$ cat config.mk
export PLATFORM = sky130hd
export DESIGN_NAME = lidar_block_to_range_columns_top
export DESIGN_NICKNAME = d
export VERILOG_FILES = /design/src/lbrc_pkg.sv /design/src/lbrc_parse.sv /design/src/lidar_block_to_range_columns_top.sv
export VERILOG_INCLUDE_DIRS = /design/src /design/src/src
export SDC_FILE = /design/constraint.sdc
export NUM_CORES = 1
export LEC_CHECK = 0
export CAP_MARGIN = 20
export CORE_ASPECT_RATIO = 1.5
export CORE_MARGIN = 8
export CORE_UTILIZATION = 65
export CTS_BUF_LIST = sky130_fd_sc_hd__clkbuf_8 sky130_fd_sc_hd__clkbuf_16
export DETAILED_ROUTE_END_ITERATION = 10
export DONT_BUFFER_PORTS = 1
export PLACE_DENSITY = 0.81
export SLEW_MARGIN = 10
export SYNTH_ARGS = -nofsm -noshare
export SYNTH_HDL_FRONTEND = slang
export SYNTH_SLANG_ARGS = --single-unit
$ cat constraint.sdc
create_clock -name clk -period 13.1 [get_ports clk]
set_clock_uncertainty 0.2 [all_clocks]
set_input_delay 1.31 -clock clk [delete_from_list [all_inputs] [get_ports clk]]
set_output_delay 1.31 -clock clk [all_outputs]
set_load 0.05 [all_outputs]
$ cat src/lidar_block_to_range_columns_top_defines.svh
// Assertion macros shared by the range column parser RTL.
// No dependencies; each including module must have clk and rst_n in scope.
`ifndef LIDAR_BLOCK_TO_RANGE_COLUMNS_TOP_DEFINES_SVH
`define LIDAR_BLOCK_TO_RANGE_COLUMNS_TOP_DEFINES_SVH

// Property must hold at every clock edge outside reset
`define LBRC_ASSERT(label, prop, msg) \
    label: assert property (@(posedge clk) disable iff (!rst_n) (prop)) else $error(msg);

// Condition must never be true outside reset
`define LBRC_NEVER(label, cond, msg) \
    label: assert property (@(posedge clk) disable iff (!rst_n) !(cond)) else $error(msg);

`endif

$ cat src/lbrc_pkg.sv
// Shared types and constants for the lidar block to range column parser.
// No dependencies.
`default_nettype none

package lbrc_pkg;

    // Block layout
    localparam int          POS_W          = 7;
    localparam int          CH_W           = 5;
    localparam logic [6:0]  BLOCK_BYTES    = 7'd100;
    localparam logic [6:0]  AZ_HIGH_POS    = 7'd2;
    localparam logic [6:0]  AZ_LOW_POS     = 7'd3;
    localparam logic [6:0]  FIRST_DIST_POS = 7'd4;
    localparam logic [4:0]  SPLIT_CH       = 5'd16;
    localparam logic [4:0]  LAST_CH        = 5'd31;

    // Image geometry
    localparam int          COLUMN_W    = 10;
    localparam int          COUNT_W     = 11;
    localparam logic [10:0] MAX_COLUMNS = 11'd900;

    // Azimuth in hundredths to whole degrees: (az * 83887) >> 23, exact for 16 bits
    localparam int          DEGREE_W    = 10;
    localparam logic [16:0] DEG_RECIP   = 17'd83887;
    localparam int          DEG_SHIFT   = 23;

    // Configuration register indexes
    localparam logic CFG_MIN_AZIMUTH = 1'b0;
    localparam logic CFG_MAX_AZIMUTH = 1'b1;

    // Output stream widths
    localparam int TDATA_W = 48;

    // Byte role within a 3-byte channel record
    typedef enum logic [1:0] {
        SUB_HIGH = 2'd0,
        SUB_LOW  = 2'd1,
        SUB_SKIP = 2'd2
    } sub_phase_t;

    typedef enum logic {
        KIND_DISTANCE  = 1'b0,
        KIND_FRAME_END = 1'b1
    } kind_t;

    typedef struct packed {
        kind_t                kind;
        logic [COLUMN_W-1:0]  column;
        logic [3:0]           row;
        logic [15:0]          distance;
        logic [COUNT_W-1:0]   frame_columns;
    } result_t;

    // tdata: column, row, distance, frame_columns from bit 0, zero padded
    function automatic logic [TDATA_W-1:0] pack_tdata(input result_t r);
        pack_tdata = {7'd0, r.frame_columns, r.distance, r.row, r.column};
    endfunction

endpackage

`default_nettype wire

$ cat src/lbrc_parse.sv
// Block byte parser: tracks the position in a 100-byte block, checks the
// azimuth window, detects frame wrap and forms distance writes. Uses lbrc_pkg.
`default_nettype none

`include "lidar_block_to_range_columns_top_defines.svh"

module lbrc_parse
    import lbrc_pkg::*;
(
    input  wire logic         clk,
    input  wire logic         rst_n,
    input  wire logic         accept,
    input  wire logic [7:0]   data_byte,
    input  wire logic         block_start,
    input  wire logic [15:0]  min_azimuth,
    input  wire logic [15:0]  max_azimuth,
    output logic              res_valid,
    output result_t           res
);

    logic [POS_W-1:0]    pos_reg, pos_next, pos_eff;
    sub_phase_t          sub_reg, sub_next, sub_eff;
    logic [CH_W-1:0]     ch_reg, ch_next, ch_eff;
    logic                acc_reg, acc_next, acc_eff;
    logic [7:0]          az_high_reg, az_high_next;
    logic [7:0]          dist_high_reg, dist_high_next;
    logic [DEGREE_W-1:0] prev_deg_reg, prev_deg_next;
    logic [COUNT_W-1:0]  col_reg, col_next, col_bumped;
    logic [15:0]         azimuth;
    logic [32:0]         deg_product;
    logic [DEGREE_W-1:0] degree;
    logic                in_window;

    // Azimuth decode for the low azimuth byte
    assign azimuth     = {az_high_reg, data_byte};
    assign deg_product = {17'd0, azimuth} * {16'd0, DEG_RECIP};
    assign degree      = deg_product[DEG_SHIFT +: DEGREE_W];
    assign in_window   = (azimuth >= min_azimuth) && (azimuth <= max_azimuth);
    assign col_bumped  = (col_reg < MAX_COLUMNS) ? col_reg + 1'b1 : col_reg;

    // block_start restarts the block at byte zero
    assign pos_eff = block_start ? '0 : pos_reg;
    assign sub_eff = block_start ? SUB_HIGH : sub_reg;
    assign ch_eff  = block_start ? '0 : ch_reg;
    assign acc_eff = block_start ? 1'b0 : acc_reg;

    // Next state and result for the accepted byte
    always_comb
    begin
        pos_next       = pos_reg;
        sub_next       = sub_reg;
        ch_next        = ch_reg;
        acc_next       = acc_reg;
        az_high_next   = az_high_reg;
        dist_high_next = dist_high_reg;
        prev_deg_next  = prev_deg_reg;
        col_next       = col_reg;
        res_valid      = 1'b0;
        res            = '0;
        if (accept)
        begin
            pos_next = pos_eff;
            sub_next = sub_eff;
            ch_next  = ch_eff;
            acc_next = acc_eff;
            if (pos_eff < BLOCK_BYTES)
            begin
                pos_next = pos_eff + 1'b1;
                // channel record counters
                if (pos_eff >= FIRST_DIST_POS)
                begin
                    unique case (sub_eff)
                        SUB_HIGH: sub_next = SUB_LOW;
                        SUB_LOW:  sub_next = SUB_SKIP;
                        SUB_SKIP:
                        begin
                            sub_next = SUB_HIGH;
                            ch_next  = ch_eff + 1'b1;
                        end
                        default:  sub_next = SUB_HIGH;
                    endcase
                end
                priority if (pos_eff == AZ_HIGH_POS)
                begin
                    az_high_next = data_byte;
                end
                else if (pos_eff == AZ_LOW_POS)
                begin
                    acc_next = in_window;
                    if (in_window)
                    begin
                        if (degree < prev_deg_reg)
                        begin
                            res_valid         = 1'b1;
                            res.kind          = KIND_FRAME_END;
                            res.frame_columns = col_reg;
                            col_next          = '0;
                        end
                        prev_deg_next = degree;
                    end
                end
                else if (pos_eff >= FIRST_DIST_POS && acc_eff)
                begin
                    unique case (sub_eff)
                        SUB_HIGH:
                        begin
                            dist_high_next = data_byte;
                            if (ch_eff == SPLIT_CH)
                                col_next = col_bumped;
                        end
                        SUB_LOW:
                        begin
                            if (col_reg < MAX_COLUMNS)
                            begin
                                res_valid    = 1'b1;
                                res.kind     = KIND_DISTANCE;
                                res.column   = col_reg[COLUMN_W-1:0];
                                res.row      = ch_eff[3:0];
                                res.distance = {dist_high_reg, data_byte};
                            end
                            if (ch_eff == LAST_CH)
                                col_next = col_bumped;
                        end
                        default: ;
                    endcase
                end
                else
                begin
                end
            end
        end
    end

    // State registers
    always_ff @(posedge clk or negedge rst_n)
    begin
        if (!rst_n)
        begin
            pos_reg       <= BLOCK_BYTES;
            sub_reg       <= SUB_HIGH;
            ch_reg        <= '0;
            acc_reg       <= 1'b0;
            az_high_reg   <= '0;
            dist_high_reg <= '0;
            prev_deg_reg  <= '0;
            col_reg       <= '0;
        end
        else
        begin
            pos_reg       <= pos_next;
            sub_reg       <= sub_next;
            ch_reg        <= ch_next;
            acc_reg       <= acc_next;
            az_high_reg   <= az_high_next;
            dist_high_reg <= dist_high_next;
            prev_deg_reg  <= prev_deg_next;
            col_reg       <= col_next;
        end
    end

    `LBRC_ASSERT(a_pos_range, pos_reg <= BLOCK_BYTES, "byte position beyond block")
    `LBRC_ASSERT(a_col_sat, col_reg <= MAX_COLUMNS, "column index past limit")
    `LBRC_NEVER(a_write_limit, res_valid && res.kind == KIND_DISTANCE && col_reg >= MAX_COLUMNS,
        "distance write at or beyond column limit")

endmodule

`default_nettype wire

$ cat src/lidar_block_to_range_columns_top.sv
// Lidar data block parser producing 16-row range image column writes and
// frame-end markers. Top level; uses lbrc_pkg and lbrc_parse.
//
// One byte is taken per cycle while s_tready is high, parsed in one registered
// pass, and any result goes to the output register, or to a one-entry skid
// stage while the output register waits; the skid stage lets input continue
// while a result waits, and only when both are full is s_tready low.
// Configuration writes are always taken (cfg_ready is tied high).
`default_nettype none

`include "lidar_block_to_range_columns_top_defines.svh"

module lidar_block_to_range_columns_top
    import lbrc_pkg::*;
(
    input  wire logic               clk,
    input  wire logic               rst_n,
    // input stream
    input  wire logic               s_tvalid,
    output logic                    s_tready,
    input  wire logic [7:0]         s_tdata,   // [7:0] data_byte
    input  wire logic               s_tuser,   // [0] block_start
    // output stream
    output logic                    m_tvalid,
    input  wire logic               m_tready,
    output logic [TDATA_W-1:0]      m_tdata,   // [9:0] column, [13:10] row,
                                               // [29:14] distance, [40:30] frame_columns
    output logic                    m_tuser,   // [0] kind
    // configuration writes
    input  wire logic               cfg_valid,
    output logic                    cfg_ready,
    input  wire logic               cfg_addr,
    input  wire logic [15:0]        cfg_data
);

    logic [15:0] min_azimuth_reg, max_azimuth_reg;
    logic        accept, pop, res_valid;
    result_t     res;
    logic        out_valid_reg, skid_valid_reg;
    result_t     out_data_reg, skid_data_reg;

    // Configuration registers
    assign cfg_ready = 1'b1;

    always_ff @(posedge clk or negedge rst_n)
    begin
        if (!rst_n)
        begin
            min_azimuth_reg <= 16'd0;
            max_azimuth_reg <= 16'd36000;
        end
        else if (cfg_valid && cfg_ready)
        begin
            unique case (cfg_addr)
                CFG_MIN_AZIMUTH: min_azimuth_reg <= cfg_data;
                CFG_MAX_AZIMUTH: max_azimuth_reg <= cfg_data;
                default: ;
            endcase
        end
    end

    // Parser
    assign s_tready = !skid_valid_reg;
    assign accept   = s_tvalid && s_tready;

    lbrc_parse u_parse (
        .clk         (clk),
        .rst_n       (rst_n),
        .accept      (accept),
        .data_byte   (s_tdata),
        .block_start (s_tuser),
        .min_azimuth (min_azimuth_reg),
        .max_azimuth (max_azimuth_reg),
        .res_valid   (res_valid),
        .res         (res)
    );

    // Output register with skid stage
    assign pop = out_valid_reg && m_tready;

    always_ff @(posedge clk or negedge rst_n)
    begin
        if (!rst_n)
        begin
            out_valid_reg  <= 1'b0;
            skid_valid_reg <= 1'b0;
        end
        else if (skid_valid_reg)
        begin
            if (pop)
                skid_valid_reg <= 1'b0;
        end
        else if (res_valid)
        begin
            if (out_valid_reg && !pop)
                skid_valid_reg <= 1'b1;
            else
                out_valid_reg <= 1'b1;
        end
        else if (pop)
        begin
            out_valid_reg <= 1'b0;
        end
    end

    always_ff @(posedge clk)
    begin
        if (skid_valid_reg)
        begin
            if (pop)
                out_data_reg <= skid_data_reg;
        end
        else if (res_valid)
        begin
            if (out_valid_reg && !pop)
                skid_data_reg <= res;
            else
                out_data_reg <= res;
        end
    end

    assign m_tvalid = out_valid_reg;
    assign m_tdata  = pack_tdata(out_data_reg);
    assign m_tuser  = out_data_reg.kind;

    `LBRC_ASSERT(a_skid_order, skid_valid_reg |-> out_valid_reg, "skid full with output empty")
    `LBRC_NEVER(a_no_drop, res_valid && skid_valid_reg, "result produced with skid full")
    `LBRC_ASSERT(a_skid_drain, (skid_valid_reg && m_tready) |=> !skid_valid_reg,
        "skid did not drain on transfer")

endmodule

`default_nettype wire

==> After elaboration in Yosys (flattened, before gate mapping) <==
Cells that the tools add are included.
{ "totals": {"regBits": 170, "in_bits": 31, "output_inout_bits": 52} }
{ "classes": {"add_sub_neg": 3, "mul": 1, "n_lt_le_gt_ge": 6, "n_eq_ne": 13, "mux": 53, "bitwise_logic": 4, "reduce_logical": 21} }
{ "op_table": {"columns": ["operator", "n"], "rows": [
  ["$mux 42", 7],
  ["$mux 11", 10],
  ["$mux 31", 2],
  ["$mux 30", 2],
  ["$mul 16x17->33 const B", 1],
  ["$pmux 11 s2", 1],
  ["$mux 1", 21],
  ["$mux 5", 4],
  ["$ge 16x16->1", 1],
  ["$le 16x16->1", 1],
  ["$eq 7x2->1 const B", 2],
  ["$mux 7", 2],
  ["$reduce_and 3->1", 4],
  ["$add 11x1->11 const B", 1],
  ["$lt 11x10->1 const B", 1],
  ["$eq 5x5->1 const B", 2],
  ["$lt 10x10->1", 1],
  ["$reduce_and 9->1", 1],
  ["$ne 2x2->1 const B", 4],
  ["$add 7x1->7 const B", 1],
  ["$ge 7x3->1 const B", 1],
  ["$lt 7x7->1 const B", 1],
  ["$mux 2", 3],
  ["$ne 3x1->1 const B", 2],
  ["other kinds (14)", 25]
]} }

==> Longest topological paths before layout <==
{ "logic_depth": {"ltp_word": 11, "ltp_mapped": 31, "mapped_depth_nobuf": 30} }

==> Modules after synthesis <==
A second synthesis with hierarchy kept.
{ "hier_totals": {"cells_unflattened": 1144, "hier_area_um2": 13127.6} }
{ "by_module_without_submodules": {"columns": ["module", "instances", "cells_each", "area_each_um2"], "rows": [
  ["lbrc_parse", 1, 922, 8662.1],
  ["lidar_block_to_range_columns_top", 1, 222, 4465.5]
]} }

==> Worst setup path before layout <==
Ideal clock, no wire load.
{ "synth_path": {"path_kind": "input to register", "from": "in s_tdata[1]", "to": "reg out_data_reg, in the netlist m_tdata[0], enable pin", "arrival_ns": 9.778, "required_ns": 12.445, "setup_slack_ns": 2.667, "stages": 27, "cell_sequence": "fa_1 > inv_1 > fa_1 > fa_1 > fa_1 > inv_1 > fa_1 > inv_1 > fa_1 > inv_1 > ha_1 > and3_1 > a22o_1 > or3_1 > o2111ai_1 > nand4_1 > a311o_1 > xor2_1 > ha_1 > a21o_1 > a21o_1 > a21oi_1 > o21ai_1 > inv_1 > o31ai_1 > o31a_1 > a21oi_1"} }
{ "synth_via": {"elab_chain_len": 10} }
{ "synth_rtl": {"columns": ["element", "line", "rtl"], "rows": [
  ["start: declaration", "lidar_block_to_range_columns_top.sv:21", "input wire logic [7:0] s_tdata,"],
  ["$mul 16x17->33", "lbrc_parse.sv:36", "assign deg_product = {17'd0, azimuth} * {16'd0, DEG_RECIP};"],
  ["named net u_parse.deg_product[30]", "lbrc_parse.sv:30", "logic [32:0] deg_product;"],
  ["$lt 10x10->1", "lbrc_parse.sv:92", "if (degree < prev_deg_reg)"],
  ["$mux 1", "lbrc_parse.sv:92", null],
  ["$mux 1", "lbrc_parse.sv:90", "if (in_window)"],
  ["$mux 1", "lbrc_parse.sv:87", "else if (pos_eff == AZ_LOW_POS)"],
  ["$mux 1", "lbrc_parse.sv:83", "priority if (pos_eff == AZ_HIGH_POS)"],
  ["$mux 1", "lbrc_parse.sv:66", "if (pos_eff < BLOCK_BYTES)"],
  ["$mux 1", "lbrc_parse.sv:60", "if (accept)"],
  ["$reduce_bool 2->1 (no source line)", null, null],
  ["$reduce_and 3->1 (no source line)", null, null],
  ["end signal: assignment", "lidar_block_to_range_columns_top.sv:111", "out_data_reg <= skid_data_reg;"],
  ["end signal: assignment", "lidar_block_to_range_columns_top.sv:118", "out_data_reg <= res;"],
  ["end: declaration", "lidar_block_to_range_columns_top.sv:40", "result_t out_data_reg, skid_data_reg;"]
]} }
The timed path passes the listed nets, and every way through them passes these cells.
A chain may end at the register's enable or synchronous reset.

==> Worst setup path in the final report <==
{ "layout_path": {"from": "in s_tdata[1]", "to": "reg skid_data_reg[20] (netlist bit), enable pin"} }
{ "layout_via": {"elab_chain_len": 9} }
{ "layout_rtl": {"columns": ["element", "line", "rtl"], "rows": [
  ["$mul 16x17->33", "lbrc_parse.sv:36", null],
  ["named net u_parse.deg_product[30]", "lbrc_parse.sv:30", null],
  ["$lt 10x10->1", "lbrc_parse.sv:92", null],
  ["$mux 1", "lbrc_parse.sv:92", null],
  ["$mux 1", "lbrc_parse.sv:90", null],
  ["$mux 1", "lbrc_parse.sv:87", null],
  ["$mux 1", "lbrc_parse.sv:83", null],
  ["$mux 1", "lbrc_parse.sv:66", null],
  ["$mux 1", "lbrc_parse.sv:60", null],
  ["$reduce_and 3->1 (no source line)", null, null],
  ["end signal: assignment", "lidar_block_to_range_columns_top.sv:116", "skid_data_reg <= res;"],
  ["end: declaration", "lidar_block_to_range_columns_top.sv:40", null]
]} }
The timed path passes the listed nets, and every way through them passes these cells.

==> flow_summary_export.csv <==
group,metric,value,unit
outcome,status,"finished, final reports clean",
logic_synthesis,synth_top_area_cell,"edfxtp_1",
clocking,clk_transition_reported_paths,0.07,ns
logic_synthesis,synth.top_cell.area_share,19.4,%
final_layout,post-route-util,70.6,%
timing,worst-slew-pin-transition,1.01,ns
floorplanning,fp-row-count,63,
final_layout,drive_above_1_share,7.70,%
grt,antenna_found_initial,0,
timing,hold_ws,0.301,ns
floorplanning,start_util,66.0,%
clocking,cts_sinks,170,
setup_path,critPathMaxFanout,24,
logic_synthesis,yosys_most_used_dff,"edfxtp_1",
clocking,cts_setup_buffers,0,
final_layout,largest_reg_flops,42,
drt,drtAntennaViolNets,0,
placement,hpwlAfterDp,22.3,mm
logic_synthesis,synth_edf_count,84,
logic_synthesis,synth.distinct_cells,65,
drt,drtIter0Drc,627,
timing,hold_viol_final,0,
logic_synthesis,syn_inst,1208,
clocking,clkLatencyLatePin,0.44,ns
floorplanning,die_w,132,um
floorplanning,die_y,189,um
setup_path,cp-start-kind,"primary input",
drt,drt_first_pass_iters,5,
clocking,ctsResizeCount,0,
drt,drc,0,
clocking,cts.hold.buffers_added,0,
job,maxCapViolCount,0,
logic_synthesis,synth_seq_area_share,36.0,%
logic_synthesis,syn_avg_cell_area,10.8,sq um
grt,grt_pass1_wl,46.2,mm
logic_synthesis,yosys_warnings,0,
grt,grt_use_total,23.5,%
drt,wirelength,28.6,mm
clocking,h-tree-depth,4,
setup_path,end_kind,"flop",
timing,grt_setup_unrepaired,"no",
final_layout,num-nets-final,1517,
grt,grt_max_degree,87,
drt,viasPerCell,5.92,
timing,finalSetupViolations,0,
timing,post-route-period-util,70.3,%
setup_path,crit_type,"primary input to flop",
setup_path,arrival,9.15,ns
placement,numPortBuffers,0,
grt,grt_overflow,0,
setup_path,crit_required,13.04,ns
hold_path,hold_path_class,"flop to flop",
clocking,cts_tree,"built",
timing,maxSlewHeadroom,32.4,%
timing,finalMaxSlewViolations,0,
clocking,cts_buffer_depth,2,
clocking,cts_root_buf,"clkbuf_16",
floorplanning,pin_count,83,
final_layout,area_growth_syn_to_layout,7.00,%
drt,vias,8764,
timing,fmax,0.109,GHz
logic_synthesis,netlist_area,0.0130,sq mm
logic_synthesis,synth-seq-cells,170,
drt,drt-wirelength-per-cell,19.3,um
floorplanning,die_area,0.0249,sq mm
timing,setup_tns,0,ns
grt,grt_pass1_vias,9427,
clocking,cts_made_buffers,17,
floorplanning,core_area,0.0197,sq mm
placement,gp_congestion,0.981,
logic_synthesis,async_flop_share,50.6,%
final_layout,diodes,0,
timing,finalCriticalPeriod,9.21,ns
logic_synthesis,yosys-top-cells-area,"edfxtp_1 19%, ha_1 17%, fa_1 15%",
-- cell usage in the layout, fill, tap and decap left out, types with 4 or more instances in the layout --
| cell | n |
|---|---|
| a211oi_1 | 7 |
| a21o_1 | 47 |
| a21oi_1 | 47 |
| a22o_1 | 11 |
| a31oi_1 | 6 |
| and2_1 | 31 |
| and3_1 | 4 |
| buf_4 | 4 |
| bufinv_16 | 4 |
| clkbuf_16 | 17 |
| conb_1 | 8 |
| dfrtp_1 | 78 |
| dfstp_2 | 8 |
| edfxtp_1 | 84 |
| fa_1 | 98 |
| ha_1 | 180 |
| inv_1 | 236 |
| mux2_2 | 32 |
| nand2_1 | 70 |
| nand3_1 | 19 |
| nand4_1 | 19 |
| nor2_1 | 40 |
| nor2b_1 | 8 |
| nor3_1 | 12 |
| o211ai_1 | 4 |
| o21ai_0 | 54 |
| o21ai_1 | 5 |
| o31ai_1 | 4 |
| or3_1 | 13 |
| xnor2_1 | 7 |
-- critical path: stages --
cell and delay, ns:
fa_1 0.63, inv_1 0.08, fa_1 0.39, fa_1 0.46, fa_1 0.49, inv_1 0.05, fa_1 0.53, inv_1 0.05
fa_1 0.54, inv_1 0.04, ha_1 0.29, and3_1 0.21, a22o_1 0.25, or3_1 0.40, o2111ai_1 0.26, nand4_1 0.18
a311o_1 0.43, xor2_1 0.23, ha_1 0.29, a21o_1 0.18, a21o_1 0.18, a21oi_1 0.12, o21ai_1 0.18, inv_1 0.09
o31ai_1 0.10, o31a_1 0.35, nor2b_4 0.54, buf_16 0.25
-- synthesized netlist by cell type, types with 31 or more instances --
cell,count
nor2_1,40
and2_1,31
ha_1,180
a21oi_1,48
edfxtp_1,84
mux2_2,32
inv_1,236
nand2_1,70
a21o_1,47
o21ai_0,54
fa_1,98
dfrtp_1,78
-- final timing paths --
| check | startpoint | end | slack (ns) | cells past startpoint |
|---|---|---|---|---|
| hold reg to reg | u_parse.acc_reg | u_parse.acc_reg | 0.30 | 2 |
| min in group asynchronous | rst_n | min_azimuth_reg[13] | 0.37 | 0 |
| setup / recovery | s_tdata[1] | skid_data_reg[20] | 3.89 | 28 |
| setup reg to reg | u_parse.az_high_reg[6] | skid_data_reg[20] | 4.12 | 28 |
| hold / removal | u_parse.acc_reg | u_parse.acc_reg | 0.30 | 2 |
| max in group asynchronous | rst_n | u_parse.pos_reg[6] | 12.05 | 0 |
-- area by class of cell --
type                            count  area, sq um
Multi-Input combinational cell    777         7330
Tap cell                          260          325
Fill cell                        1387         5780
Timing Repair Buffer                5         57.6
Clock inverter                     14          193
Clock buffer                       18          439
Sequential cell                   170         4680
Inverter                          237          890
-- cell families (layout without fill, tap and decap cells) --
logic type	count (synthesis)	count (layout)	share of synthesized area, %
fa+ha+maj	278	278	32.4
buf+inv	267	274	8.02
simple gates	232	232	8.98
compound gates	214	214	10.9
flops	170	170	36.0
mux	35	35	3.00
xor+xnor	10	10	0.673
other cells	2	8	0.0577
-- routing by layer --
layer | vias up | part of all wire, % | GRT usage (%)
met5 | - | 0 | 0
met4 | 0 | 5.5 | 14.8
met3 | 84 | 5.3 | 5.09
met2 | 255 | 54 | 43.4
met1 | 4340 | 36 | 23.5
li1 | 4085 | - | -
-- per-stage QoR --
step | area [sq um] | worst slack (ns) | std cells
floorplan | 13000 | 2.67 | 1214
finish | 13900 | 3.89 | 1481
global route | 13900 | 3.55 | 1481
CTS | 13900 | 3.67 | 1479
global placement | 13300 | 3.47 | 1447
detailed placement | 13300 | 3.21 | 1447
Power is left out: the tool's default activity adds up to more than one toggle a clock period on the data nets, which glitch-free logic cannot reach.
